$ cat config.mk
export PLATFORM = sky130hd
export DESIGN_NAME = pdcch_search_space_cce_hash
export DESIGN_NICKNAME = d
export VERILOG_FILES = /design/src/design/ssh_pkg.sv /design/src/design/ssh_hash.sv /design/src/design/ssh_div.sv /design/src/design/pdcch_search_space_cce_hash.sv
export SDC_FILE = /design/constraint.sdc
export NUM_CORES = 1
export LEC_CHECK = 0
export BUFFER_PORTS_ARGS = -buffer_cell sky130_fd_sc_hd__buf_2
export CELL_PAD_IN_SITES_DETAIL_PLACEMENT = 1
export CELL_PAD_IN_SITES_GLOBAL_PLACEMENT = 1
export CORE_MARGIN = 8
export CORE_UTILIZATION = 50
export CTS_BUF_LIST = sky130_fd_sc_hd__clkbuf_16
export DETAILED_ROUTE_END_ITERATION = 10
export PLACE_DENSITY = 0.86
export SLEW_MARGIN = 20
export SYNTH_ARGS = -nofsm -noshare
export SYNTH_HDL_FRONTEND = slang
export SYNTH_SLANG_ARGS = --single-unit
$ cat constraint.sdc
create_clock -name clk -period 24.4 [get_ports clk]
set_input_delay 3.66 -clock clk [delete_from_list [all_inputs] [get_ports clk]]
set_output_delay 3.66 -clock clk [all_outputs]
set_load 0.05 [all_outputs]
$ cat src/design/ssh_pkg.sv
// ----------------------------------------------------------------------------
// ssh_pkg
// Shared types, codes and tables for the PDCCH search-space CCE hash block.
// ----------------------------------------------------------------------------
package ssh_pkg;

  // Default sizing of the block
  localparam int MAX_CANDIDATES_DEF  = 8;
  localparam int SLOTS_PER_FRAME_DEF = 320;

  // Hash arithmetic
  localparam int unsigned MAX_LEVEL_CODE = 4;
  localparam int          DIV_W          = 18;  // dividend width of the shared divider
  localparam int          DIV_STEPS      = 18;

  // Result status codes
  localparam logic [1:0] STATUS_OK    = 2'd0;
  localparam logic [1:0] STATUS_EMPTY = 2'd1;
  localparam logic [1:0] STATUS_BAD   = 2'd2;

  // Hash multipliers, picked by CORESET id modulo 3
  localparam logic [15:0] HASH_A0 = 16'd39827;
  localparam logic [15:0] HASH_A1 = 16'd39829;
  localparam logic [15:0] HASH_A2 = 16'd39839;

  typedef struct packed {
    logic        common_space;
    logic [15:0] rnti;
    logic [8:0]  slot_num;
    logic [3:0]  coreset_id;
    logic [2:0]  agg_level_code;
    logic [3:0]  candidate_count;
    logic [7:0]  coreset_cces;
  } ssh_in_t;

  typedef struct packed {
    logic [7:0] cce_index;
    logic [2:0] candidate_index;
    logic       last;
    logic [1:0] status;
  } ssh_out_t;

  typedef enum logic [2:0] {
    S_IDLE,
    S_HASH,
    S_OFF_GO,
    S_OFF_WAIT,
    S_MOD_GO,
    S_MOD_WAIT,
    S_EMIT,
    S_FLAG
  } ssh_state_t;

  // Pick the hash multiplier from the CORESET id (id modulo 3)
  function automatic logic [15:0] ssh_hash_mult(input logic [3:0] id);
    logic [15:0] a;
    case (id) inside
      4'd0, 4'd3, 4'd6, 4'd9, 4'd12, 4'd15: a = HASH_A0;
      4'd1, 4'd4, 4'd7, 4'd10, 4'd13:       a = HASH_A1;
      default:                              a = HASH_A2;
    endcase
    return a;
  endfunction

endpackage

$ cat src/design/ssh_hash.sv
// ----------------------------------------------------------------------------
// ssh_hash
// Iterative hash unit: Y = rnti * A^(slot+1) mod 65537, one modular
// multiplication per cycle.
// ----------------------------------------------------------------------------
module ssh_hash
  import ssh_pkg::*;
#(
  parameter int SLOTS_PER_FRAME = SLOTS_PER_FRAME_DEF
) (
  input  logic        clk,
  input  logic        rst_n,
  input  logic        start,
  input  logic [15:0] rnti,
  input  logic [8:0]  slot_num,
  input  logic [3:0]  coreset_id,
  output logic        done,
  output logic [16:0] y
);

  localparam int CntW = $clog2(SLOTS_PER_FRAME + 1);

  logic            busy_r, busy_nxt;
  logic [CntW-1:0] cnt_r, cnt_nxt;
  logic [31:0]     prod_r, prod_nxt;
  logic [15:0]     a_r, a_nxt;
  logic [15:0]     lo, hi;
  logic [32:0]     prod;

  // Reduce the stored product modulo 2^16+1: lo - hi, folded once
  always_comb begin
    lo = prod_r[15:0];
    hi = prod_r[31:16];
    if (lo >= hi) begin
      y = {1'b0, lo} - {1'b0, hi};
    end else begin
      y = {1'b0, lo} + 17'h10001 - {1'b0, hi};
    end
  end

  assign prod = {16'b0, y} * {17'b0, a_r};
  assign done = busy_r && (cnt_r == '0);

  // Advance one multiplication per cycle until the count runs out
  always_comb begin
    busy_nxt = busy_r;
    cnt_nxt  = cnt_r;
    prod_nxt = prod_r;
    a_nxt    = a_r;
    if (start) begin
      busy_nxt = 1'b1;
      cnt_nxt  = CntW'(slot_num) + CntW'(1);
      prod_nxt = {16'b0, rnti};
      a_nxt    = ssh_hash_mult(coreset_id);
    end else if (busy_r) begin
      if (cnt_r == '0) begin
        busy_nxt = 1'b0;
      end else begin
        cnt_nxt  = cnt_r - CntW'(1);
        prod_nxt = prod[31:0];
      end
    end
  end

  always_ff @(posedge clk) begin
    if (!rst_n) begin
      busy_r <= 1'b0;
      cnt_r  <= '0;
    end else begin
      busy_r <= busy_nxt;
      cnt_r  <= cnt_nxt;
    end
  end

  always_ff @(posedge clk) begin
    prod_r <= prod_nxt;
    a_r    <= a_nxt;
  end

endmodule

$ cat src/design/ssh_div.sv
// ----------------------------------------------------------------------------
// ssh_div
// Shared restoring divider: 18-bit dividend by 8-bit divisor, one quotient
// bit per cycle.
// ----------------------------------------------------------------------------
module ssh_div
  import ssh_pkg::*;
(
  input  logic             clk,
  input  logic             rst_n,
  input  logic             start,
  input  logic [DIV_W-1:0] dividend,
  input  logic [7:0]       divisor,
  output logic             done,
  output logic [DIV_W-1:0] quotient,
  output logic [7:0]       remainder
);

  localparam int CntW = $clog2(DIV_STEPS + 1);

  logic             busy_r, busy_nxt;
  logic [CntW-1:0]  cnt_r, cnt_nxt;
  logic [DIV_W-1:0] quo_r, quo_nxt;
  logic [7:0]       rem_r, rem_nxt;
  logic [7:0]       dvs_r, dvs_nxt;
  logic [8:0]       trial;
  logic [8:0]       diff;
  logic             fits;

  assign done      = busy_r && (cnt_r == '0);
  assign quotient  = quo_r;
  assign remainder = rem_r;

  // Bring down the next dividend bit and try a subtract
  always_comb begin
    trial = {rem_r, quo_r[DIV_W-1]};
    diff  = trial - {1'b0, dvs_r};
    fits  = (trial >= {1'b0, dvs_r});
  end

  always_comb begin
    busy_nxt = busy_r;
    cnt_nxt  = cnt_r;
    quo_nxt  = quo_r;
    rem_nxt  = rem_r;
    dvs_nxt  = dvs_r;
    if (start) begin
      busy_nxt = 1'b1;
      cnt_nxt  = CntW'(DIV_STEPS);
      quo_nxt  = dividend;
      rem_nxt  = '0;
      dvs_nxt  = divisor;
    end else if (busy_r) begin
      if (cnt_r == '0) begin
        busy_nxt = 1'b0;
      end else begin
        cnt_nxt = cnt_r - CntW'(1);
        quo_nxt = {quo_r[DIV_W-2:0], fits};
        rem_nxt = fits ? diff[7:0] : trial[7:0];
      end
    end
  end

  always_ff @(posedge clk) begin
    if (!rst_n) begin
      busy_r <= 1'b0;
      cnt_r  <= '0;
    end else begin
      busy_r <= busy_nxt;
      cnt_r  <= cnt_nxt;
    end
  end

  always_ff @(posedge clk) begin
    quo_r <= quo_nxt;
    rem_r <= rem_nxt;
    dvs_r <= dvs_nxt;
  end

endmodule

$ cat src/design/pdcch_search_space_cce_hash.sv
// ----------------------------------------------------------------------------
// pdcch_search_space_cce_hash
// Lowest CCE index of every PDCCH candidate of one search-space request.
// ----------------------------------------------------------------------------
// One request is taken at a time; in_ready is high only while the block is
// idle. A UE-specific request first runs the hash loop, one modular
// multiplication per cycle; a common-space request skips it. Each
// candidate then makes two passes through the shared 18-step divider
// (offset, then modulo over the CCE blocks). An empty or invalid request
// gives its single status item. Results leave through an output register,
// so a pending item does not stall the work on the next candidate until
// the next item is ready.
// ----------------------------------------------------------------------------
module pdcch_search_space_cce_hash
  import ssh_pkg::*;
#(
  parameter int MAX_CANDIDATES  = MAX_CANDIDATES_DEF,
  parameter int SLOTS_PER_FRAME = SLOTS_PER_FRAME_DEF
) (
  input  logic     clk,
  input  logic     rst_n,
  input  logic     in_valid,
  output logic     in_ready,
  input  ssh_in_t  in_data,
  output logic     out_valid,
  input  logic     out_ready,
  output ssh_out_t out_data
);

  ssh_state_t state_r, state_nxt;

  logic [2:0]  code_r, code_nxt;
  logic [3:0]  mcnt_r, mcnt_nxt;
  logic [7:0]  ncce_r, ncce_nxt;
  logic [3:0]  m_r, m_nxt;
  logic [11:0] num_r, num_nxt;
  logic [16:0] y_r, y_nxt;
  logic [7:0]  off_r, off_nxt;
  logic [7:0]  rem_r, rem_nxt;
  logic [1:0]  stat_r, stat_nxt;

  logic     out_valid_r, out_valid_nxt;
  ssh_out_t out_data_r, out_data_nxt;

  logic             in_fire;
  logic             out_free;
  logic             is_last;
  logic [1:0]       in_status;
  logic [8:0]       in_level;
  logic             bad_field;
  logic             hash_start;
  logic             hash_done;
  logic [16:0]      hash_y;
  logic             div_start;
  logic             div_done;
  logic [DIV_W-1:0] div_dividend;
  logic [7:0]       div_divisor;
  logic [DIV_W-1:0] div_quo;
  logic [7:0]       div_rem;

  // Classify the incoming request
  always_comb begin
    in_level  = 9'd1 << in_data.agg_level_code;
    bad_field = (in_data.coreset_cces == 8'd0) ||
                (int'(in_data.agg_level_code) > int'(MAX_LEVEL_CODE)) ||
                (int'(in_data.candidate_count) > MAX_CANDIDATES) ||
                (int'(in_data.slot_num) >= SLOTS_PER_FRAME);
    if (bad_field) begin
      in_status = STATUS_BAD;
    end else if (in_data.candidate_count == 4'd0) begin
      in_status = STATUS_EMPTY;
    end else if (in_level > {1'b0, in_data.coreset_cces}) begin
      in_status = STATUS_BAD;
    end else begin
      in_status = STATUS_OK;
    end
  end

  assign in_fire  = in_valid && in_ready;
  assign out_free = !out_valid_r || out_ready;
  assign is_last  = ((m_r + 4'd1) == mcnt_r);

  // Next state
  always_comb begin
    state_nxt = state_r;
    unique case (state_r)
      S_IDLE: begin
        if (in_valid) begin
          if (in_status != STATUS_OK) begin
            state_nxt = S_FLAG;
          end else if (in_data.common_space) begin
            state_nxt = S_OFF_GO;
          end else begin
            state_nxt = S_HASH;
          end
        end
      end
      S_HASH: begin
        if (hash_done) begin
          state_nxt = S_OFF_GO;
        end
      end
      S_OFF_GO:   state_nxt = S_OFF_WAIT;
      S_OFF_WAIT: begin
        if (div_done) begin
          state_nxt = S_MOD_GO;
        end
      end
      S_MOD_GO:   state_nxt = S_MOD_WAIT;
      S_MOD_WAIT: begin
        if (div_done) begin
          state_nxt = S_EMIT;
        end
      end
      S_EMIT: begin
        if (out_free) begin
          state_nxt = is_last ? S_IDLE : S_OFF_GO;
        end
      end
      S_FLAG: begin
        if (out_free) begin
          state_nxt = S_IDLE;
        end
      end
      default: state_nxt = S_IDLE;
    endcase
  end

  // State outputs: handshake and unit starts
  always_comb begin
    in_ready   = 1'b0;
    hash_start = 1'b0;
    div_start  = 1'b0;
    unique case (state_r)
      S_IDLE: begin
        in_ready   = 1'b1;
        hash_start = in_valid && (in_status == STATUS_OK) && !in_data.common_space;
      end
      S_OFF_GO, S_MOD_GO: div_start = 1'b1;
      default: begin
        in_ready = 1'b0;
      end
    endcase
  end

  // Feed the shared divider: offset pass, then modulo pass
  always_comb begin
    if (state_r == S_OFF_GO) begin
      div_dividend = {{(DIV_W-12){1'b0}}, num_r};
      div_divisor  = {4'b0, mcnt_r} << code_r;
    end else begin
      div_dividend = DIV_W'({1'b0, y_r} + {10'b0, off_r});
      div_divisor  = ncce_r >> code_r;
    end
  end

  // Datapath registers
  always_comb begin
    code_nxt = code_r;
    mcnt_nxt = mcnt_r;
    ncce_nxt = ncce_r;
    m_nxt    = m_r;
    num_nxt  = num_r;
    y_nxt    = y_r;
    off_nxt  = off_r;
    rem_nxt  = rem_r;
    stat_nxt = stat_r;
    if (in_fire) begin
      code_nxt = in_data.agg_level_code;
      mcnt_nxt = in_data.candidate_count;
      ncce_nxt = in_data.coreset_cces;
      m_nxt    = '0;
      num_nxt  = '0;
      y_nxt    = '0;
      stat_nxt = in_status;
    end
    if ((state_r == S_HASH) && hash_done) begin
      y_nxt = hash_y;
    end
    if ((state_r == S_OFF_WAIT) && div_done) begin
      off_nxt = div_quo[7:0];
    end
    if ((state_r == S_MOD_WAIT) && div_done) begin
      rem_nxt = div_rem;
    end
    // Advance to the next candidate
    if ((state_r == S_EMIT) && out_free) begin
      m_nxt   = m_r + 4'd1;
      num_nxt = num_r + {4'b0, ncce_r};
    end
  end

  // Output register: hold until taken, load a new item when free
  always_comb begin
    out_valid_nxt = out_valid_r && !out_ready;
    out_data_nxt  = out_data_r;
    if ((state_r == S_EMIT) && out_free) begin
      out_valid_nxt                = 1'b1;
      out_data_nxt.cce_index       = rem_r << code_r;
      out_data_nxt.candidate_index = m_r[2:0];
      out_data_nxt.last            = is_last;
      out_data_nxt.status          = STATUS_OK;
    end else if ((state_r == S_FLAG) && out_free) begin
      out_valid_nxt                = 1'b1;
      out_data_nxt.cce_index       = '0;
      out_data_nxt.candidate_index = '0;
      out_data_nxt.last            = 1'b1;
      out_data_nxt.status          = stat_r;
    end
  end

  assign out_valid = out_valid_r;
  assign out_data  = out_data_r;

  always_ff @(posedge clk) begin
    if (!rst_n) begin
      state_r     <= S_IDLE;
      out_valid_r <= 1'b0;
      m_r         <= '0;
    end else begin
      state_r     <= state_nxt;
      out_valid_r <= out_valid_nxt;
      m_r         <= m_nxt;
    end
  end

  always_ff @(posedge clk) begin
    code_r     <= code_nxt;
    mcnt_r     <= mcnt_nxt;
    ncce_r     <= ncce_nxt;
    num_r      <= num_nxt;
    y_r        <= y_nxt;
    off_r      <= off_nxt;
    rem_r      <= rem_nxt;
    stat_r     <= stat_nxt;
    out_data_r <= out_data_nxt;
  end

  ssh_hash #(
    .SLOTS_PER_FRAME(SLOTS_PER_FRAME)
  ) u_hash (
    .clk       (clk),
    .rst_n     (rst_n),
    .start     (hash_start),
    .rnti      (in_data.rnti),
    .slot_num  (in_data.slot_num),
    .coreset_id(in_data.coreset_id),
    .done      (hash_done),
    .y         (hash_y)
  );

  ssh_div u_div (
    .clk      (clk),
    .rst_n    (rst_n),
    .start    (div_start),
    .dividend (div_dividend),
    .divisor  (div_divisor),
    .done     (div_done),
    .quotient (div_quo),
    .remainder(div_rem)
  );

endmodule
==> impl_results.md <==
- Post-Synthesis Cell Area: approximately 0.017 mm^2
- Clock period minus worst slack: 9.29 ns
- Final worst slack: between 15 and 20 ns
- Worst-case setup slack after placement: about 15 ns
- Run status: complete, no violations
- Peak-usage layer in the global routing report: met2
- Number of max-slew violations in the final report: 0
- Die Height: between 200 and 250 um
- Cells after Synth: ~1,900
- Cell depth of the worst flop-to-flop path: 32
- Met2 Use GR: between 40 and 50%
- Number of clock sinks: ~170
- Share of flip-flops with an asynchronous set or reset: 0%
- Pin count of the biggest net entering global routing: 70
- Number of global-route vias before repair: ~15,000
- GR Util met1: between 20% and 30%
- Number of remaining DRC errors: 0
- Hold EP: off_r[1]$_DFFE_PP_
- Most Frequent Cell on Critical Path: fa_1
- Worst-path clk slew: 0.10 ns
- First-pass iteration count of the detailed router: 5
- Worst path required time: between 20 and 25 ns
- First-iteration detailed-routing DRC count: 713
- Highest clock frequency the design can meet: approximately 110 MHz
- Post-synthesis sequential element count: about 170
- Worst hold slack: 0.437 ns
- Net count of the mapped netlist: 2,251
- Final count of negative-setup-slack endpoints: 0
- Library cell used as clock root buffer: clkbuf_16
- Fraction of post-synthesis cell area in the top cell type by area: 20.8%
- Maximum fanout along the worst path: 10
- Initial Util: about half
- FF-to-FF setup slack: between 15 and 20 ns
- Remaining global-route overflow: 0
- Clock buffers created by TritonCTS: 17
- Max-slew headroom at the worst pin: about 29%
- First-pass GRT wire length: 79.3 mm
- Overall fraction of global-route tracks in use: 24.4%
- Worst Setup Start Kind: register
- Share of layout cells above drive strength 1: roughly 8.2%
- PostCTS Resize Cnt: 0
- Total number of H-tree levels: 4
- Port buffer count: 64
- CTS max path bufs: 2
- Post-route cell area: 0.0186 mm^2
- Worst hold path class: register to register
- Global placement routability congestion: between 0.8 and 0.9
- Number of buffers inserted by hold repair at cts: 0
- Total number of vias: approximately 14,000
- Syn avg cell area: 9.21 um^2
- Number of cells traversed by the worst hold path: 0
- Fraction of met3 tracks used by global routing: under 10%
- Fraction of the yosys area taken by sequential cells: 26.6%
- Max_cap viols: 0
- DP Wirelength: ~39 mm
- Later-pin clock latency in the skew report: 0.47 ns
- TritonCTS clock tree: yes
- Number of nets still failing antenna checks after routing: 0
- Category of the worst setup path capture point: register
- Number of warnings reported in the yosys synthesis log: 0
- Final number of hold-violating endpoints: 0
- Core Footprint: between 0.03 and 0.04 mm^2
- Setup Crit Path Kind: register to register
- Leading register cell type out of synthesis: edfxtp_1
- Setup repair after global routing missed its margin: no
- Horiz. Die Dim: 201 um
- Synth area leader: edfxtp_1
- Number of standard-cell rows in the floorplan: 68
- Boundary pin count: between 60 and 70
- Transition at the pin with the smallest max-transition slack: ~1.1 ns
- Final routed wire length divided by cell count: ~21 um
- Worst r2r dst: u_hash.prod_r[25]$_SDFFE_PP0P_
- Setup_tns: 0 ns
- Critical path origin: u_hash.prod_r[1]$_DFFE_PP_
- Post-CTS Repair Setup Buffers: 0
- Post-synth EDFFs: around 120
- DIE AREA: 0.0405 mm^2
- Startpoint of the most critical register-to-register path: u_hash.prod_r[1]$_DFFE_PP_
- Count of cell types in the netlist: 78
- Crit path largest cell delay: 0.58 ns
- Largest cells by area after synthesis: edfxtp_1 21%, ha_1 15%, fa_1 15%
- Initial antenna violation count: 0
- Period Utilization, post-route: a little under two fifths
- Area growth from synthesis to layout: 8.02%
- Area after detailed placement: ~0.018 mm^2
- Number of vias per cell: ~5.7
- Startpoint of the tightest hold check path: u_div.quotient[1]$_DFFE_PP_
- Arrival time at the worst endpoint: 9.62 ns
- Maximum clock skew at final layout: 0.0339 ns
- Slowest cell on the critical path: a21oi_2
- Total routed wirelength: 49.2 mm
- Net count reported at finish: about 2,300
==> state kept, by name, indices dropped and copies added, names as in the netlist, 2 cells and up <==
name	cells
m_r	4
state_r	3
num_r	12
u_hash.a_r	3
u_div.quotient	18
code_r	3
out_data	14
u_div.remainder	8
u_hash.prod_r	32
off_r	8
ncce_r	8
mcnt_r	4
y_r	17
u_div.cnt_r	5
rem_r	8
u_div.dvs_r	8
stat_r	2
u_hash.cnt_r	9
==> metrics by stage <==
stage,instances,utilization [%]
after floorplan,1866,-
after global placement,2346,52.5
after detailed placement,2346,52.5
after CTS,2378,54.3
after global routing,2378,54.3
final,2379,54.3
==> cell type report <==
| type | count | area, um^2 |
|---|---|---|
| inverters | 315 | 1180 |
| diodes | 1 | 2.50 |
| repair buffers | 80 | 440 |
| fillers | 4004 | 15600 |
| multi-input cells | 1327 | 11200 |
| clock buffers | 17 | 425 |
| well taps | 455 | 569 |
| clock inverters | 15 | 171 |
| flip-flops and latches | 169 | 4570 |
==> worst max path at each step <==
stage	end	cells after the start	slack, ns
floorplan	u_hash.prod_r[31]$_SDFFE_PP0P_	33	16.20
global placement	u_hash.prod_r[31]$_SDFFE_PP0P_	33	15.47
detailed placement	u_hash.prod_r[31]$_SDFFE_PP0P_	33	15.22
CTS	u_hash.prod_r[25]$_SDFFE_PP0P_	32	15.09
global route	u_hash.prod_r[25]$_SDFFE_PP0P_	32	14.60
finish	u_hash.prod_r[25]$_SDFFE_PP0P_	32	15.11
==> critical path: cells and delay by family, from the launching register on <==
kind / cells / cell delay, ns
compound gates: 11 / 2.87
xor+xnor: 1 / 0.11
fa+ha+maj: 10 / 4.52
buf+inv: 6 / 0.58
flops: 1 / 0.42
simple gates: 4 / 0.66
==> cells by family (layout without fill, tap and decap cells) <==
kind of cell | count (synthesis) | count (layout) | share of synthesized area (%)
simple gates | 502 | 502 | 13.9
buf+inv | 370 | 427 | 8.33
compound gates | 342 | 342 | 12.8
fa+ha+maj | 336 | 336 | 30.1
flops | 169 | 169 | 26.6
xor+xnor | 115 | 115 | 5.97
mux | 32 | 32 | 2.40
other cells | 0 | 1 | 0
==> layout by cell type, fill, tap and decap left out, drive strengths merged, types with 5 or more instances in the layout <==
cell type  synthesis  final
nand4             19     19
inv              314    321
o21bai            10     10
nor3b              8      8
nand3b             6      6
a21o              12     12
a21oi            101    101
a21boi            12     12
and2              28     28
a22oi              7      7
nand3             26     26
nand2b            17     17
or3               11     11
o211a              8      8
a31oi             13     13
nor3              31     31
xnor2             72     72
clkinv             1      7
dfxtp             50     50
xor2              43     43
o21a              11     11
nor4               8      8
or2                5      5
o22ai              5      5
nor2              99     99
fa               128    128
buf               26     80
a211oi            18     18
mux2i             19     19
nand2            198    198
and3              10     10
ha               208    208
clkbuf            29     17
edfxtp           119    119
o211ai            10     10
o21ai             99     99
nor2b             28     28
mux2              10     10
==> metal layers <==
layer | up-vias | routed length, um
met2 | 290 | 25600
met1 | 6789 | 20000
met3 | 118 | 1490
li1 | 6345 | -
met4 | 0 | 2120
met5 | - | 0
==> Yosys cell counts, types with 18 or more instances <==
cell type    n
edfxtp_1   119
nand3_1     26
o21ai_0     92
inv_1      313
xnor2_1     71
nor3_1      31
and2_1      27
clkbuf_1    29
ha_1       208
a21oi_1     94
nor2_1      98
fa_1       128
nand4_1     19
a211oi_1    18
nand2_1    197
dfxtp_1     50
nor2b_1     28
xor2_1      43
Power is not shown: default switching activity piles up to over one toggle a cycle in this logic, so the estimate is an artifact.
